--- src/sv/relative_motion_to_scroll_macros.svh ---
// assertion macros for the relative_motion_to_scroll block
// expects clk_i and rst_ni in the scope of the including module
`ifndef RELATIVE_MOTION_TO_SCROLL_MACROS_SVH
`define RELATIVE_MOTION_TO_SCROLL_MACROS_SVH

// same-cycle implication
`define RMTS_ASSERT_IMPL(name, ante, cons, msg) \
  name: assert property (@(posedge clk_i) disable iff (!rst_ni) (ante) |-> (cons)) \
    else $error(msg);

// next-cycle implication
`define RMTS_ASSERT_NEXT(name, ante, cons, msg) \
  name: assert property (@(posedge clk_i) disable iff (!rst_ni) (ante) |=> (cons)) \
    else $error(msg);

`endif

--- src/sv/rmts_pkg.sv ---
// shared types, codes and widths for relative_motion_to_scroll
// no dependencies
`default_nettype none

package rmts_pkg;

  localparam int unsigned TYPE_W  = 5;
  localparam int unsigned CODE_W  = 10;
  localparam int unsigned VALUE_W = 32;
  localparam int unsigned DIV_W   = 16;
  localparam int unsigned RES_W   = DIV_W + 1;
  localparam int unsigned SUM_W   = VALUE_W + 1;
  localparam int unsigned CNT_W   = $clog2(SUM_W);
  localparam int unsigned PADDR_W = 4;
  localparam int unsigned PDATA_W = 32;

  localparam logic [TYPE_W-1:0] TYPE_SYNC = 5'd0;
  localparam logic [TYPE_W-1:0] TYPE_KEY  = 5'd1;
  localparam logic [TYPE_W-1:0] TYPE_REL  = 5'd2;

  localparam logic [CODE_W-1:0] CODE_X      = 10'd0;
  localparam logic [CODE_W-1:0] CODE_Y      = 10'd1;
  localparam logic [CODE_W-1:0] CODE_HWHEEL = 10'd6;
  localparam logic [CODE_W-1:0] CODE_WHEEL  = 10'd8;

  localparam logic [1:0] REG_TRIGGER = 2'd0;
  localparam logic [1:0] REG_X_DIV   = 2'd1;
  localparam logic [1:0] REG_Y_DIV   = 2'd2;

  localparam logic [VALUE_W-1:0] SAT_POS   = 32'h7fff_ffff;
  localparam logic [VALUE_W-1:0] SAT_NEG   = 32'h8000_0000;
  localparam logic [SUM_W-1:0]   POS_LIMIT = 33'h0_7fff_ffff;
  localparam logic [SUM_W-1:0]   NEG_LIMIT = 33'h0_8000_0000;

  typedef struct packed {
    logic [TYPE_W-1:0]         event_type;
    logic [CODE_W-1:0]         event_code;
    logic signed [VALUE_W-1:0] event_value;
  } rmts_in_t;

  typedef struct packed {
    logic [TYPE_W-1:0]         out_type;
    logic [CODE_W-1:0]         out_code;
    logic signed [VALUE_W-1:0] out_value;
  } rmts_out_t;

  typedef struct packed {
    logic [CODE_W-1:0] trigger_code;
    logic [DIV_W-1:0]  x_divisor;
    logic [DIV_W-1:0]  y_divisor;
  } rmts_cfg_t;

  typedef struct packed {
    logic [SUM_W-1:0] quo_mag;
    logic [DIV_W-1:0] rem_mag;
    logic             neg;
  } rmts_div_res_t;

  typedef enum logic [2:0] {
    ST_IDLE,
    ST_EVAL,
    ST_DIV,
    ST_FIN,
    ST_EMIT
  } rmts_state_e;

endpackage

`default_nettype wire

--- src/sv/rmts_regs.sv ---
// configuration registers behind the apb-style port
// depends on rmts_pkg
`default_nettype none

module rmts_regs
  import rmts_pkg::*;
(
  input  wire logic               clk_i,
  input  wire logic               rst_ni,
  input  wire logic               psel,
  input  wire logic               penable,
  input  wire logic               pwrite,
  input  wire logic [PADDR_W-1:0] paddr,
  input  wire logic [PDATA_W-1:0] pwdata,
  output logic      [PDATA_W-1:0] prdata,
  output logic                    pready,
  output rmts_cfg_t               cfg_o
);

  rmts_cfg_t  cfg_q, cfg_d;
  logic       wr_en;
  logic [1:0] reg_idx;

  assign pready  = 1'b1;
  assign wr_en   = psel && penable && pwrite;
  assign reg_idx = paddr[3:2];
  assign cfg_o   = cfg_q;

  always_comb begin
    cfg_d = cfg_q;
    if (wr_en) begin
      case (reg_idx)
        REG_TRIGGER: cfg_d.trigger_code = pwdata[CODE_W-1:0];
        REG_X_DIV:   cfg_d.x_divisor    = pwdata[DIV_W-1:0];
        REG_Y_DIV:   cfg_d.y_divisor    = pwdata[DIV_W-1:0];
        default:     cfg_d = cfg_q;
      endcase
    end
  end

  always_comb begin
    case (reg_idx)
      REG_TRIGGER: prdata = PDATA_W'(cfg_q.trigger_code);
      REG_X_DIV:   prdata = PDATA_W'(cfg_q.x_divisor);
      REG_Y_DIV:   prdata = PDATA_W'(cfg_q.y_divisor);
      default:     prdata = '0;
    endcase
  end

  always_ff @(posedge clk_i or negedge rst_ni) begin
    if (!rst_ni) begin
      cfg_q.trigger_code <= '0;
      cfg_q.x_divisor    <= DIV_W'(1);
      cfg_q.y_divisor    <= DIV_W'(1);
    end else begin
      cfg_q <= cfg_d;
    end
  end

endmodule

`default_nettype wire

--- src/sv/rmts_div.sv ---
// radix-2 restoring divider, one quotient bit per cycle, sign-magnitude
// depends on rmts_pkg
`default_nettype none

module rmts_div
  import rmts_pkg::*;
(
  input  wire logic                    clk_i,
  input  wire logic                    rst_ni,
  input  wire logic                    start_i,
  input  wire logic signed [SUM_W-1:0] dividend_i,
  input  wire logic [DIV_W-1:0]        divisor_i,
  output logic                         busy_o,
  output logic                         done_o,
  output rmts_div_res_t                res_o
);

  logic             busy_q, busy_d;
  logic [CNT_W-1:0] cnt_q, cnt_d;
  logic [SUM_W-1:0] quo_q, quo_d;
  logic [DIV_W-1:0] rem_q, rem_d;
  logic [DIV_W-1:0] dvs_q, dvs_d;
  logic             neg_q, neg_d;
  logic [DIV_W:0]   shifted;
  logic [DIV_W+1:0] diff;
  logic             last;

  assign shifted = {rem_q, quo_q[SUM_W-1]};
  assign diff    = {1'b0, shifted} - {2'b00, dvs_q};
  assign last    = (cnt_q == CNT_W'(SUM_W - 1));
  assign busy_o  = busy_q;
  assign done_o  = busy_q && last;
  assign res_o   = '{quo_mag: quo_q, rem_mag: rem_q, neg: neg_q};

  always_comb begin
    busy_d = busy_q;
    cnt_d  = cnt_q;
    quo_d  = quo_q;
    rem_d  = rem_q;
    dvs_d  = dvs_q;
    neg_d  = neg_q;
    if (start_i) begin
      busy_d = 1'b1;
      cnt_d  = '0;
      neg_d  = dividend_i[SUM_W-1];
      quo_d  = dividend_i[SUM_W-1] ? SUM_W'(-dividend_i) : SUM_W'(dividend_i);
      rem_d  = '0;
      dvs_d  = divisor_i;
    end else if (busy_q) begin
      // trial subtract, keep when no borrow
      rem_d = diff[DIV_W+1] ? shifted[DIV_W-1:0] : diff[DIV_W-1:0];
      quo_d = {quo_q[SUM_W-2:0], ~diff[DIV_W+1]};
      cnt_d = cnt_q + CNT_W'(1);
      if (last) begin
        busy_d = 1'b0;
      end
    end
  end

  always_ff @(posedge clk_i or negedge rst_ni) begin
    if (!rst_ni) begin
      busy_q <= 1'b0;
      cnt_q  <= '0;
    end else begin
      busy_q <= busy_d;
      cnt_q  <= cnt_d;
    end
  end

  always_ff @(posedge clk_i) begin
    quo_q <= quo_d;
    rem_q <= rem_d;
    dvs_q <= dvs_d;
    neg_q <= neg_d;
  end

endmodule

`default_nettype wire

--- src/sv/relative_motion_to_scroll.sv ---
// relative_motion_to_scroll top level: event filter, sequencer, output register
// depends on rmts_pkg, rmts_regs, rmts_div and relative_motion_to_scroll_macros.svh
//
//   channel  | handshake               | payload
//   ---------+-------------------------+-----------------------------
//   input    | in_valid_i / in_ready_o | in_data_i  (rmts_in_t)
//   output   | out_valid_o/ out_ready_i| out_data_o (rmts_out_t)
//   config   | psel/penable/pwrite     | paddr, pwdata, prdata
//
// forwarded events go via item_q and res_q (EVAL, EMIT) to the output register once it is free
// scroll-mode x/y motion goes EVAL, 33-step divider, FIN, EMIT; a zero quotient emits nothing
// one event in flight; in_ready_o is high only while the sequencer is idle
// a result may wait in the output register while the next event is taken
// reset clears mode, sync-drop flag and both residues; no clearing pass
`default_nettype none

module relative_motion_to_scroll
  import rmts_pkg::*;
(
  input  wire logic               clk_i,
  input  wire logic               rst_ni,
  input  wire logic               in_valid_i,
  output logic                    in_ready_o,
  input  wire rmts_in_t           in_data_i,
  output logic                    out_valid_o,
  input  wire logic               out_ready_i,
  output rmts_out_t               out_data_o,
  input  wire logic               psel,
  input  wire logic               penable,
  input  wire logic               pwrite,
  input  wire logic [PADDR_W-1:0] paddr,
  input  wire logic [PDATA_W-1:0] pwdata,
  output logic      [PDATA_W-1:0] prdata,
  output logic                    pready
);

`include "relative_motion_to_scroll_macros.svh"

  rmts_state_e   state_q, state_d;
  rmts_cfg_t     cfg;
  rmts_in_t      item_q;
  rmts_out_t     res_q, out_q;
  logic          out_valid_q;
  logic          scroll_q, drop_q;
  logic signed [RES_W-1:0] x_res_q, y_res_q;

  logic          is_drop, is_trig, is_axis, is_y;
  logic signed [RES_W-1:0] res_sel;
  logic signed [SUM_W-1:0] sum;
  logic [DIV_W-1:0] dvs_sel;
  logic          div_start, div_busy, div_done;
  rmts_div_res_t div_res;
  logic signed [RES_W-1:0] new_res;
  logic [VALUE_W-1:0] quo_val;
  logic          quo_zero;
  logic          slot_free, out_load;

  rmts_regs u_regs (
    .clk_i   (clk_i),
    .rst_ni  (rst_ni),
    .psel    (psel),
    .penable (penable),
    .pwrite  (pwrite),
    .paddr   (paddr),
    .pwdata  (pwdata),
    .prdata  (prdata),
    .pready  (pready),
    .cfg_o   (cfg)
  );

  rmts_div u_div (
    .clk_i      (clk_i),
    .rst_ni     (rst_ni),
    .start_i    (div_start),
    .dividend_i (sum),
    .divisor_i  (dvs_sel),
    .busy_o     (div_busy),
    .done_o     (div_done),
    .res_o      (div_res)
  );

  // event classification
  assign is_drop = (item_q.event_type == TYPE_SYNC) && drop_q;
  assign is_trig = (item_q.event_type == TYPE_KEY) &&
                   (item_q.event_code == cfg.trigger_code);
  assign is_y    = (item_q.event_code == CODE_Y);
  assign is_axis = scroll_q && (item_q.event_type == TYPE_REL) &&
                   ((item_q.event_code == CODE_X) || is_y);

  assign res_sel = is_y ? y_res_q : x_res_q;
  assign sum     = SUM_W'(res_sel) + SUM_W'(item_q.event_value);
  always_comb begin
    dvs_sel = is_y ? cfg.y_divisor : cfg.x_divisor;
    if (dvs_sel == '0) begin
      dvs_sel = DIV_W'(1);
    end
  end

  // sign fix and saturation
  assign new_res  = div_res.neg ? -RES_W'({1'b0, div_res.rem_mag})
                                : RES_W'({1'b0, div_res.rem_mag});
  assign quo_zero = (div_res.quo_mag == '0);
  always_comb begin
    if (!div_res.neg) begin
      quo_val = (div_res.quo_mag > POS_LIMIT) ? SAT_POS : div_res.quo_mag[VALUE_W-1:0];
    end else begin
      quo_val = (div_res.quo_mag > NEG_LIMIT) ? SAT_NEG
                                              : (~div_res.quo_mag[VALUE_W-1:0] + VALUE_W'(1));
    end
  end

  assign slot_free = !out_valid_q || out_ready_i;

  // next state
  always_comb begin
    state_d = state_q;
    case (state_q)
      ST_IDLE: begin
        if (in_valid_i) begin
          state_d = ST_EVAL;
        end
      end
      ST_EVAL: begin
        if (is_drop || is_trig) begin
          state_d = ST_IDLE;
        end else if (is_axis) begin
          state_d = ST_DIV;
        end else begin
          state_d = ST_EMIT;
        end
      end
      ST_DIV: begin
        if (div_done) begin
          state_d = ST_FIN;
        end
      end
      ST_FIN: begin
        state_d = quo_zero ? ST_IDLE : ST_EMIT;
      end
      ST_EMIT: begin
        if (slot_free) begin
          state_d = ST_IDLE;
        end
      end
      default: state_d = ST_IDLE;
    endcase
  end

  // sequencer outputs
  always_comb begin
    in_ready_o = 1'b0;
    div_start  = 1'b0;
    out_load   = 1'b0;
    case (state_q)
      ST_IDLE: in_ready_o = 1'b1;
      ST_EVAL: div_start  = !is_drop && !is_trig && is_axis;
      ST_EMIT: out_load   = slot_free;
      default: begin
        in_ready_o = 1'b0;
      end
    endcase
  end

  always_ff @(posedge clk_i or negedge rst_ni) begin
    if (!rst_ni) begin
      state_q     <= ST_IDLE;
      scroll_q    <= 1'b0;
      drop_q      <= 1'b0;
      x_res_q     <= '0;
      y_res_q     <= '0;
      out_valid_q <= 1'b0;
    end else begin
      state_q <= state_d;
      if (state_q == ST_EVAL) begin
        drop_q <= is_trig && !is_drop;
        if (is_trig && !is_drop) begin
          scroll_q <= (item_q.event_value != '0);
        end
      end
      if (state_q == ST_FIN) begin
        drop_q <= quo_zero;
        if (is_y) begin
          y_res_q <= new_res;
        end else begin
          x_res_q <= new_res;
        end
      end
      if (out_load) begin
        out_valid_q <= 1'b1;
      end else if (out_ready_i) begin
        out_valid_q <= 1'b0;
      end
    end
  end

  always_ff @(posedge clk_i) begin
    if (in_valid_i && in_ready_o) begin
      item_q <= in_data_i;
    end
    if (state_q == ST_EVAL) begin
      res_q <= '{out_type: item_q.event_type, out_code: item_q.event_code,
                 out_value: item_q.event_value};
    end else if (state_q == ST_FIN) begin
      res_q <= '{out_type: TYPE_REL, out_code: (is_y ? CODE_WHEEL : CODE_HWHEEL),
                 out_value: quo_val};
    end
    if (out_load) begin
      out_q <= res_q;
    end
  end

  assign out_valid_o = out_valid_q;
  assign out_data_o  = out_q;

  `RMTS_ASSERT_IMPL(a_load_slot_free, out_load, !out_valid_q || out_ready_i, "output overwritten")
  `RMTS_ASSERT_IMPL(a_start_idle_div, div_start, !div_busy, "divider restarted while busy")
  `RMTS_ASSERT_IMPL(a_ready_div_idle, in_ready_o, !div_busy, "input taken while divider busy")
  `RMTS_ASSERT_NEXT(a_done_leaves_div, div_done, state_q == ST_FIN && !div_busy, "done lost")

endmodule

`default_nettype wire
--- config.mk ---
export PLATFORM = sky130hd
export DESIGN_NAME = relative_motion_to_scroll
export DESIGN_NICKNAME = d
export VERILOG_FILES = /design/src/sv/rmts_pkg.sv /design/src/sv/rmts_regs.sv /design/src/sv/rmts_div.sv /design/src/sv/relative_motion_to_scroll.sv
export VERILOG_INCLUDE_DIRS = /design/src /design/src/sv
export SDC_FILE = /design/constraint.sdc
export NUM_CORES = 1
export LEC_CHECK = 0
export ABC_AREA = 1
export BUFFER_PORTS_ARGS = -buffer_cell sky130_fd_sc_hd__buf_2
export CAP_MARGIN = 20
export CORE_ASPECT_RATIO = 2
export CORE_MARGIN = 2
export CORE_UTILIZATION = 42
export CTS_BUF_LIST = sky130_fd_sc_hd__clkbuf_8
export DETAILED_ROUTE_END_ITERATION = 12
export GPL_TIMING_DRIVEN = 0
export PLACE_DENSITY = 0.72
export SYNTH_ARGS = -nofsm -noshare
export SYNTH_HDL_FRONTEND = slang
export SYNTH_SLANG_ARGS = --single-unit
export TNS_END_PERCENT = 10
--- constraint.sdc ---
create_clock -name clk_i -period 4.4 [get_ports clk_i]
set_clock_uncertainty 0.2 [all_clocks]
set_input_delay 0.22 -clock clk_i [delete_from_list [all_inputs] [get_ports clk_i]]
set_output_delay 0.22 -clock clk_i [all_outputs]
set_load 0.03 [all_outputs]
# [After elaboration in Yosys (flattened, before gate mapping)]
# Index checks and enable logic that the tools add are counted.
[totals] regBits=296 in_bits=90 out_inout_bits=82 word_cells=116
[classes] addsub=6 order_cmp=2 n_eq_ne=14 mux=33 bitwise_logic=3 reduce_logical=34
[ops] op="$mux W33" count=3
[ops] op="$mux W32" count=3
[ops] op="$mux W47" count=2
[ops] op="$pmux W16 S3" count=1
[ops] op="$mux W17" count=2
[ops] op="$add A17 B32 Y33" count=1
[ops] op="$gt A33 B31 Y1 const B" count=1
[ops] op="$gt A33 B32 Y1 const B" count=1
[ops] op="$logic_not A33 Y1" count=1
[ops] op="$neg A33 Y33" count=1
[ops] op="$add A32 B1 Y32 const B" count=1
[ops] op="$mux W16" count=2
[ops] op="$not A32 Y32" count=1
[ops] op="$reduce_bool A32 Y1" count=1
[ops] op="$mux W3" count=6
[ops] op="$sub A17 B16 Y18" count=1
[ops] op="$neg A16 Y17" count=1
[ops] op="$logic_not A16 Y1" count=1
[ops] op="$pmux W3 S5" count=1
[ops] op="$mux W6" count=2
[ops] op="$reduce_and A2 Y1" count=6
[ops] op="$logic_and A1 B1 Y1" count=11
[ops] op="$eq A10 B1 Y1 const B" count=1
[ops] op="$eq A10 B10 Y1" count=1
[ops] op="21 further kinds" count=40

# [Longest topological paths before layout]
[depth] ltp_word=7 mapped_depth=30 ltp_nobuf=27

# [Cells and area by module]
# From an unflattened synthesis, not the netlist that was laid out.
[hier_totals] hier_cells=2438 hier_area_um2=18331.3
[by_module_without_submodules] mod="relative_motion_to_scroll" instances=1 cells_per_inst=1451 area_per_inst_um2=11159.5
[by_module_without_submodules] mod="rmts_div" instances=1 cells_per_inst=717 area_per_inst_um2=5093.6
[by_module_without_submodules] mod="rmts_regs" instances=1 cells_per_inst=270 area_per_inst_um2=2078.2

# [Worst setup path after synthesis]
# No wires, ideal clock.
[synth_path] path_kind="reg-to-reg" from="reg state_q[2]" to="reg u_div.quo_q[0], enable pin" arrival_time_ns=4.219 required_ns=3.822 slack_ns=-0.397 stages_incl_launch_ff=9 path_buffers=1 path_cell_list="dfrtp_1 nor2_1 inv_1 nor2_2 o21ai_1 nor2_2 nor2_1 inv_1 buf_2"
[synth_via] elab_chain_cells=3
[synth_lines] element="from (decl)" line_no="relative_motion_to_scroll.sv:39" rtl="rmts_state_e state_q, state_d;"
[synth_lines] element="from (signal assigned)" line_no="relative_motion_to_scroll.sv:173" rtl="state_q <= state_d;"
[synth_lines] element="$eq A3 B1 Y1" line_no="relative_motion_to_scroll.sv:154" rtl="case (state_q)"
[synth_lines] element="$mux W1" line_no="relative_motion_to_scroll.sv:154"
[synth_lines] element="$reduce_bool A2 Y1 (no source line)"
[synth_lines] element="to (signal assigned)" line_no="rmts_div.sv:71" rtl="quo_q <= quo_d;"
[synth_lines] element="to (decl)" line_no="rmts_div.sv:20" rtl="logic [SUM_W-1:0] quo_q, quo_d;"
# No other way between the ends.
# A chain may end at the register's enable or synchronous reset.

# [Worst setup path after layout]
[layout_path] from="reg item_q[38] (netlist bit)" to="reg u_div.quo_q[30] (data pin)"
[layout_via] elab_chain_cells=7 word_cells_on_any_way=15
[layout_lines] element="from (decl)" line_no="relative_motion_to_scroll.sv:41" rtl="rmts_in_t item_q;"
[layout_lines] element="from (signal assigned)" line_no="relative_motion_to_scroll.sv:198" rtl="item_q <= in_data_i;"
[layout_lines] element="branches (longest 6 deep; another with $add A17 B32 Y33)"
[layout_lines] element="$mux W33 *" line_no="rmts_div.sv:42" rtl="if (start_i) begin"
[layout_lines] element="net u_div.quo_d[30]" line_no="rmts_div.sv:20"
# Mark *: on every way through the listed nets, which the timed path passes.

==> flow_summary.html <==
<table>
<tr><th>Metric</th><th>Value</th></tr>
<tr><th colspan="2">Logic synthesis</th></tr>
<tr><td>Top flip-flop cell by instance count after synthesis</td><td>edfxtp_1</td></tr>
<tr><td>Sequential fraction of the synthesis area</td><td>between 40% and 50%</td></tr>
<tr><td>Cell area after synthesis</td><td>0.0179 mm^2</td></tr>
<tr><td>Area share of the largest cell type after synthesis</td><td>about a third</td></tr>
<tr><td>Asr flop ratio synth</td><td>30.1%</td></tr>
<tr><td>Synth Area per Inst</td><td>7.84 um^2</td></tr>
<tr><td>Number of register bits inferred by synthesis</td><td>296</td></tr>
<tr><td>Synthesized instance count</td><td>2284</td></tr>
<tr><td>Number of unique standard cell types used by synthesis</td><td>62</td></tr>
<tr><td>Largest cells by area after synthesis</td><td>edfxtp_1 (32%), nand2_1 (14%), dfrtp_1 (12%)</td></tr>
<tr><td>Cell accounting for the most synthesized area</td><td>edfxtp_1</td></tr>
<tr><td>EDFF count, synth</td><td>191</td></tr>
<tr><td>Synthesis Warnings</td><td>0</td></tr>
<tr><td>Library cell with the highest instance count after synthesis</td><td>nand2_1</td></tr>
<tr><td>Most instantiated cells after synthesis</td><td>nand2_1 (667), inv_1 (285), nor2_1 (215)</td></tr>
<tr><th colspan="2">Power</th></tr>
<tr><td>Static Leak</td><td>10.1 nW</td></tr>
<tr><td>Power density over the cells</td><td>374 mW/mm^2</td></tr>
<tr><td>Total power consumption of the routed design</td><td>just over 8 mW</td></tr>
<tr><td>Worst voltage drop across the vdd grid</td><td>~320 uV</td></tr>
<tr><th colspan="2">Routing</th></tr>
<tr><td>Mean routed wirelength per cell</td><td>17.1 um</td></tr>
<tr><td>Number of design-rule violations left by the first detailed-router iteration</td><td>1063</td></tr>
<tr><td>Antenna violation net count after detailed routing</td><td>0</td></tr>
<tr><td>Ratio of routed vias to standard cells</td><td>5.22</td></tr>
<tr><td>DRC</td><td>0</td></tr>
<tr><td>Total length of routed wires</td><td>54300 um</td></tr>
<tr><td>Length of the first detailed-routing pass in iterations</td><td>7</td></tr>
<tr><td>Number of vias in the routed layout</td><td>16500</td></tr>
<tr><th colspan="2">Floorplanning</th></tr>
<tr><td>Core area</td><td>0.0423 mm^2</td></tr>
<tr><td>Area of the die</td><td>0.0444 mm^2</td></tr>
<tr><td>FP Rows</td><td>107</td></tr>
<tr><td>I/O Pins</td><td>172</td></tr>
<tr><td>Initial Util</td><td>between 40 and 50%</td></tr>
<tr><td>Die X-Extent</td><td>approximately 150 um</td></tr>
<tr><td>Height of the die</td><td>296 um</td></tr>
<tr><th colspan="2">Final layout</th></tr>
<tr><td>Final Instance Count excl. Fillers</td><td>3165</td></tr>
<tr><td>Share of final-layout standard cells stronger than drive strength 1</td><td>17.5%</td></tr>
<tr><td>Area added between synthesis and finish</td><td>22.7%</td></tr>
<tr><td>Filler cell count in the final layout</td><td>4150</td></tr>
<tr><td>Final #Nets</td><td>2734</td></tr>
<tr><td>Final design instance area without fill</td><td>approximately 0.022 mm^2</td></tr>
<tr><td>Multi-input combinational cell area</td><td>0.00888 mm^2</td></tr>
<tr><td>Seq. cell area</td><td>0.00829 mm^2</td></tr>
<tr><td>Final standard cell utilization of the core</td><td>51.9%</td></tr>
<tr><th colspan="2">GRT</th></tr>
<tr><td>Final global-route overflow total</td><td>0</td></tr>
<tr><td>Antenna violations before repair</td><td>1</td></tr>
<tr><td>Overall Global Routing Usage</td><td>24.0%</td></tr>
<tr><td>Global-route wire length before repair</td><td>between 80000 and 90000 um</td></tr>
<tr><td>Via count of the first global-routing pass</td><td>15600</td></tr>
<tr><td>Maximum number of pins on one net before global-route repair</td><td>45</td></tr>
<tr><th colspan="2">Run</th></tr>
<tr><td>Max-cap violations</td><td>0</td></tr>
<tr><th colspan="2">Setup path</th></tr>
<tr><td>Critical Path End Type</td><td>register</td></tr>
<tr><td>Worst path arrival time</td><td>4.40 ns</td></tr>
<tr><td>Cell with the most instances on the worst path</td><td>nand2_1</td></tr>
<tr><td>Worst-path cell with the longest stage delay</td><td>edfxtp_1</td></tr>
<tr><td>Category of the critical setup timing path</td><td>register to register</td></tr>
<tr><td>Worst stage delay on the critical path</td><td>0.40 ns</td></tr>
<tr><td>Maximum fanout along the worst path</td><td>10</td></tr>
<tr><td>Worst Path Required</td><td>4.54 ns</td></tr>
<tr><td>Sort of element at the start of the critical path</td><td>register</td></tr>
<tr><th colspan="2">Hold path</th></tr>
<tr><td>Hold/Removal Path Class</td><td>input pin to register</td></tr>
<tr><th colspan="2">Clocking</th></tr>
<tr><td>Clock tree sinks</td><td>296</td></tr>
<tr><td>Worst-path clk slew</td><td>0.07 ns</td></tr>
<tr><td>H-Tree Depth</td><td>2</td></tr>
<tr><td>Cell at the root of the clock tree</td><td>clkbuf_8</td></tr>
<tr><td>Clock network latency to the later pin of the worst-skew pair</td><td>0.60 ns</td></tr>
<tr><td>Number of buffers added by the clock tree synthesis step</td><td>42</td></tr>
<tr><td>Clk buf depth</td><td>3</td></tr>
<tr><td>CTS tree</td><td>yes</td></tr>
<tr><th colspan="2">STA</th></tr>
<tr><td>Final period utilization</td><td>96.7%</td></tr>
<tr><td>Max-slew violation count</td><td>0</td></tr>
<tr><td>Tmin final</td><td>4.26 ns</td></tr>
<tr><td>Worst Tran Pin Value</td><td>between 0.8 and 0.9 ns</td></tr>
<tr><td>Unrepaired setup endpoints after global routing</td><td>true</td></tr>
<tr><td>Worst slew slack as a fraction of its limit</td><td>44.8%</td></tr>
<tr><td>Maximum clock frequency</td><td>235 MHz</td></tr>
<tr><td>Final setup vio count</td><td>0</td></tr>
<tr><td>Hold Fails Final Rpt</td><td>0</td></tr>
<tr><th colspan="2">Outcome</th></tr>
<tr><td>Run status</td><td>finished clean</td></tr>
<tr><th colspan="2">Place</th></tr>
<tr><td>Placed Instance Area</td><td>0.0195 mm^2</td></tr>
<tr><td>Port Buffer Count</td><td>136</td></tr>
<tr><td>Post-DP HPWL</td><td>41300 um</td></tr>
<tr><td>Placed Cells incl. Taps</td><td>2988</td></tr>
<tr><td>GPL Wtd Cong</td><td>roughly 0.92</td></tr>
</table>
==> state kept, by name, indices dropped and copies added, names as in the netlist <==
| name | count |
|---|---|
| item_q | 47 |
| u_div.dvs_q | 16 |
| u_div.neg_q | 1 |
| u_div.busy_o | 1 |
| u_div.quo_q | 33 |
| scroll_q | 1 |
| u_div.cnt_q | 6 |
| y_res_q | 17 |
| u_div.rem_q | 16 |
| out_data_o | 47 |
| state_q | 3 |
| out_valid_o | 1 |
| res_q | 47 |
| x_res_q | 17 |
| drop_q | 1 |
| u_regs.cfg_o | 42 |
==> through the flow <==
step | setup TNS, ns | worst slack (ns) | hold slack (ns)
floorplan | -3.79 | -0.0806 | -0.276
CTS | -0.000255 | -0.000255 | 0.0369
finish | 0 | 0.143 | 0.123
detailed placement | -41.09 | -1.38 | 0.0898
global route | -0.252 | -0.0431 | 0.124
global placement | -199.50 | -2.33 | 0.196
==> worst paths after layout <==
path	from	endpoint	slack, ns	cells past startpoint
worst min-delay path	paddr[2]	u_regs.cfg_o[39]$_DFFE_PN0P_	0.12	5
min in group asynchronous	rst_ni	u_regs.cfg_o[26]$_DFFE_PN0P_	0.37	3
worst min register to register	res_q[2]$_DFFE_PP_	out_data_o[2]$_DFFE_PP_	0.20	0
max in group asynchronous	rst_ni	y_res_q[16]$_DFFE_PN0P_	3.16	4
worst max-delay path	item_q[38]$_DFFE_PP_	u_div.quo_q[30]$_DFFE_PP_	0.14	25
worst max register to register	item_q[38]$_DFFE_PP_	u_div.quo_q[30]$_DFFE_PP_	0.14	25
==> logic make-up after synthesis <==
group	Yosys count	synth area share, %
flip-flops	296	46.3
AND/OR/NAND/NOR	1173	28.1
XOR/XNOR	66	3.23
multiplexers	1	0.0629
other	2	0.0420
AO/OA/AOI/OAI	311	9.63
buffers and inverters	377	8.52
adder cells (fa/ha/maj)	58	4.14
==> critical path: cells and delay by family, from the launching register on <==
family	cells	cell delay [ns]
AOI/OAI and AO/OA	1	0.23
buffers and inverters	5	0.64
adders and majority gates	1	0.32
and+or+nand+nor	18	2.22
DFF	1	0.40
==> power by group <==
group	total (mW)	internal (mW)	switching [mW]
Sequential	3.90	3.61	0.293
Combinational	2.24	0.720	1.52
Clock	2.06	0.972	1.09
Total	8.21	5.30	2.91
==> metal layers <==
layer  GRT usage, %  up-vias  wire length (um)
li1               -     8078                 -
met1           30.7     7784             22200
met2           41.3      518             26600
met3           2.62      134              2850
met4           9.94        0              2620
met5              0        -                 0
==> area by class of cell <==
| cell class | count | share of cell area [%] |
|---|---|---|
| Antenna cell | 1 | 0.0114 |
| Buffer | 74 | 1.99 |
| Clock buffer | 42 | 2.63 |
| Clock inverter | 35 | 0.918 |
| Inverter | 303 | 5.22 |
| Multi-Input combinational cell | 1627 | 40.5 |
| Sequential cell | 296 | 37.7 |
| Tap cell | 545 | 3.11 |
| Timing Repair Buffer | 242 | 7.92 |
==> placed cells by master (no fill, tap or decap), types with 7 or more instances in the layout <==
cell type,Yosys,final
clkbuf_1,38,35
or2_2,7,7
o211ai_1,18,18
o21ai_1,16,18
dlygate4sd3_1,0,72
buf_4,19,45
buf_2,10,143
nand2_1,667,626
o21ai_0,148,146
nor3_1,40,35
inv_1,285,296
nor4_1,20,20
xnor2_1,12,12
o22ai_1,10,10
buf_6,3,11
conb_1,2,17
a21oi_1,85,78
nand3_2,7,15
xor2_1,54,54
a21oi_2,3,10
clkbuf_8,0,42
ha_1,56,31
ha_4,0,21
edfxtp_1,191,191
dfxtp_1,16,16
nor2_2,16,28
nor2_4,1,18
inv_2,14,21
dfrtp_1,87,87
nand4_1,42,42
nand2_2,11,45
nand3_1,123,113
clkinv_1,3,10
nor2_1,215,186
==> repair_timing <==
action	CTS	global route
gates cloned	1	0
hold buffers	73	0
pin swaps	7	24
endpoints found under the hold margin	185	0
resized for setup	87	99
setup buffers	11	14
setup endpoints to repair	33	65
Note: power is estimated with default switching activity, not from simulation.
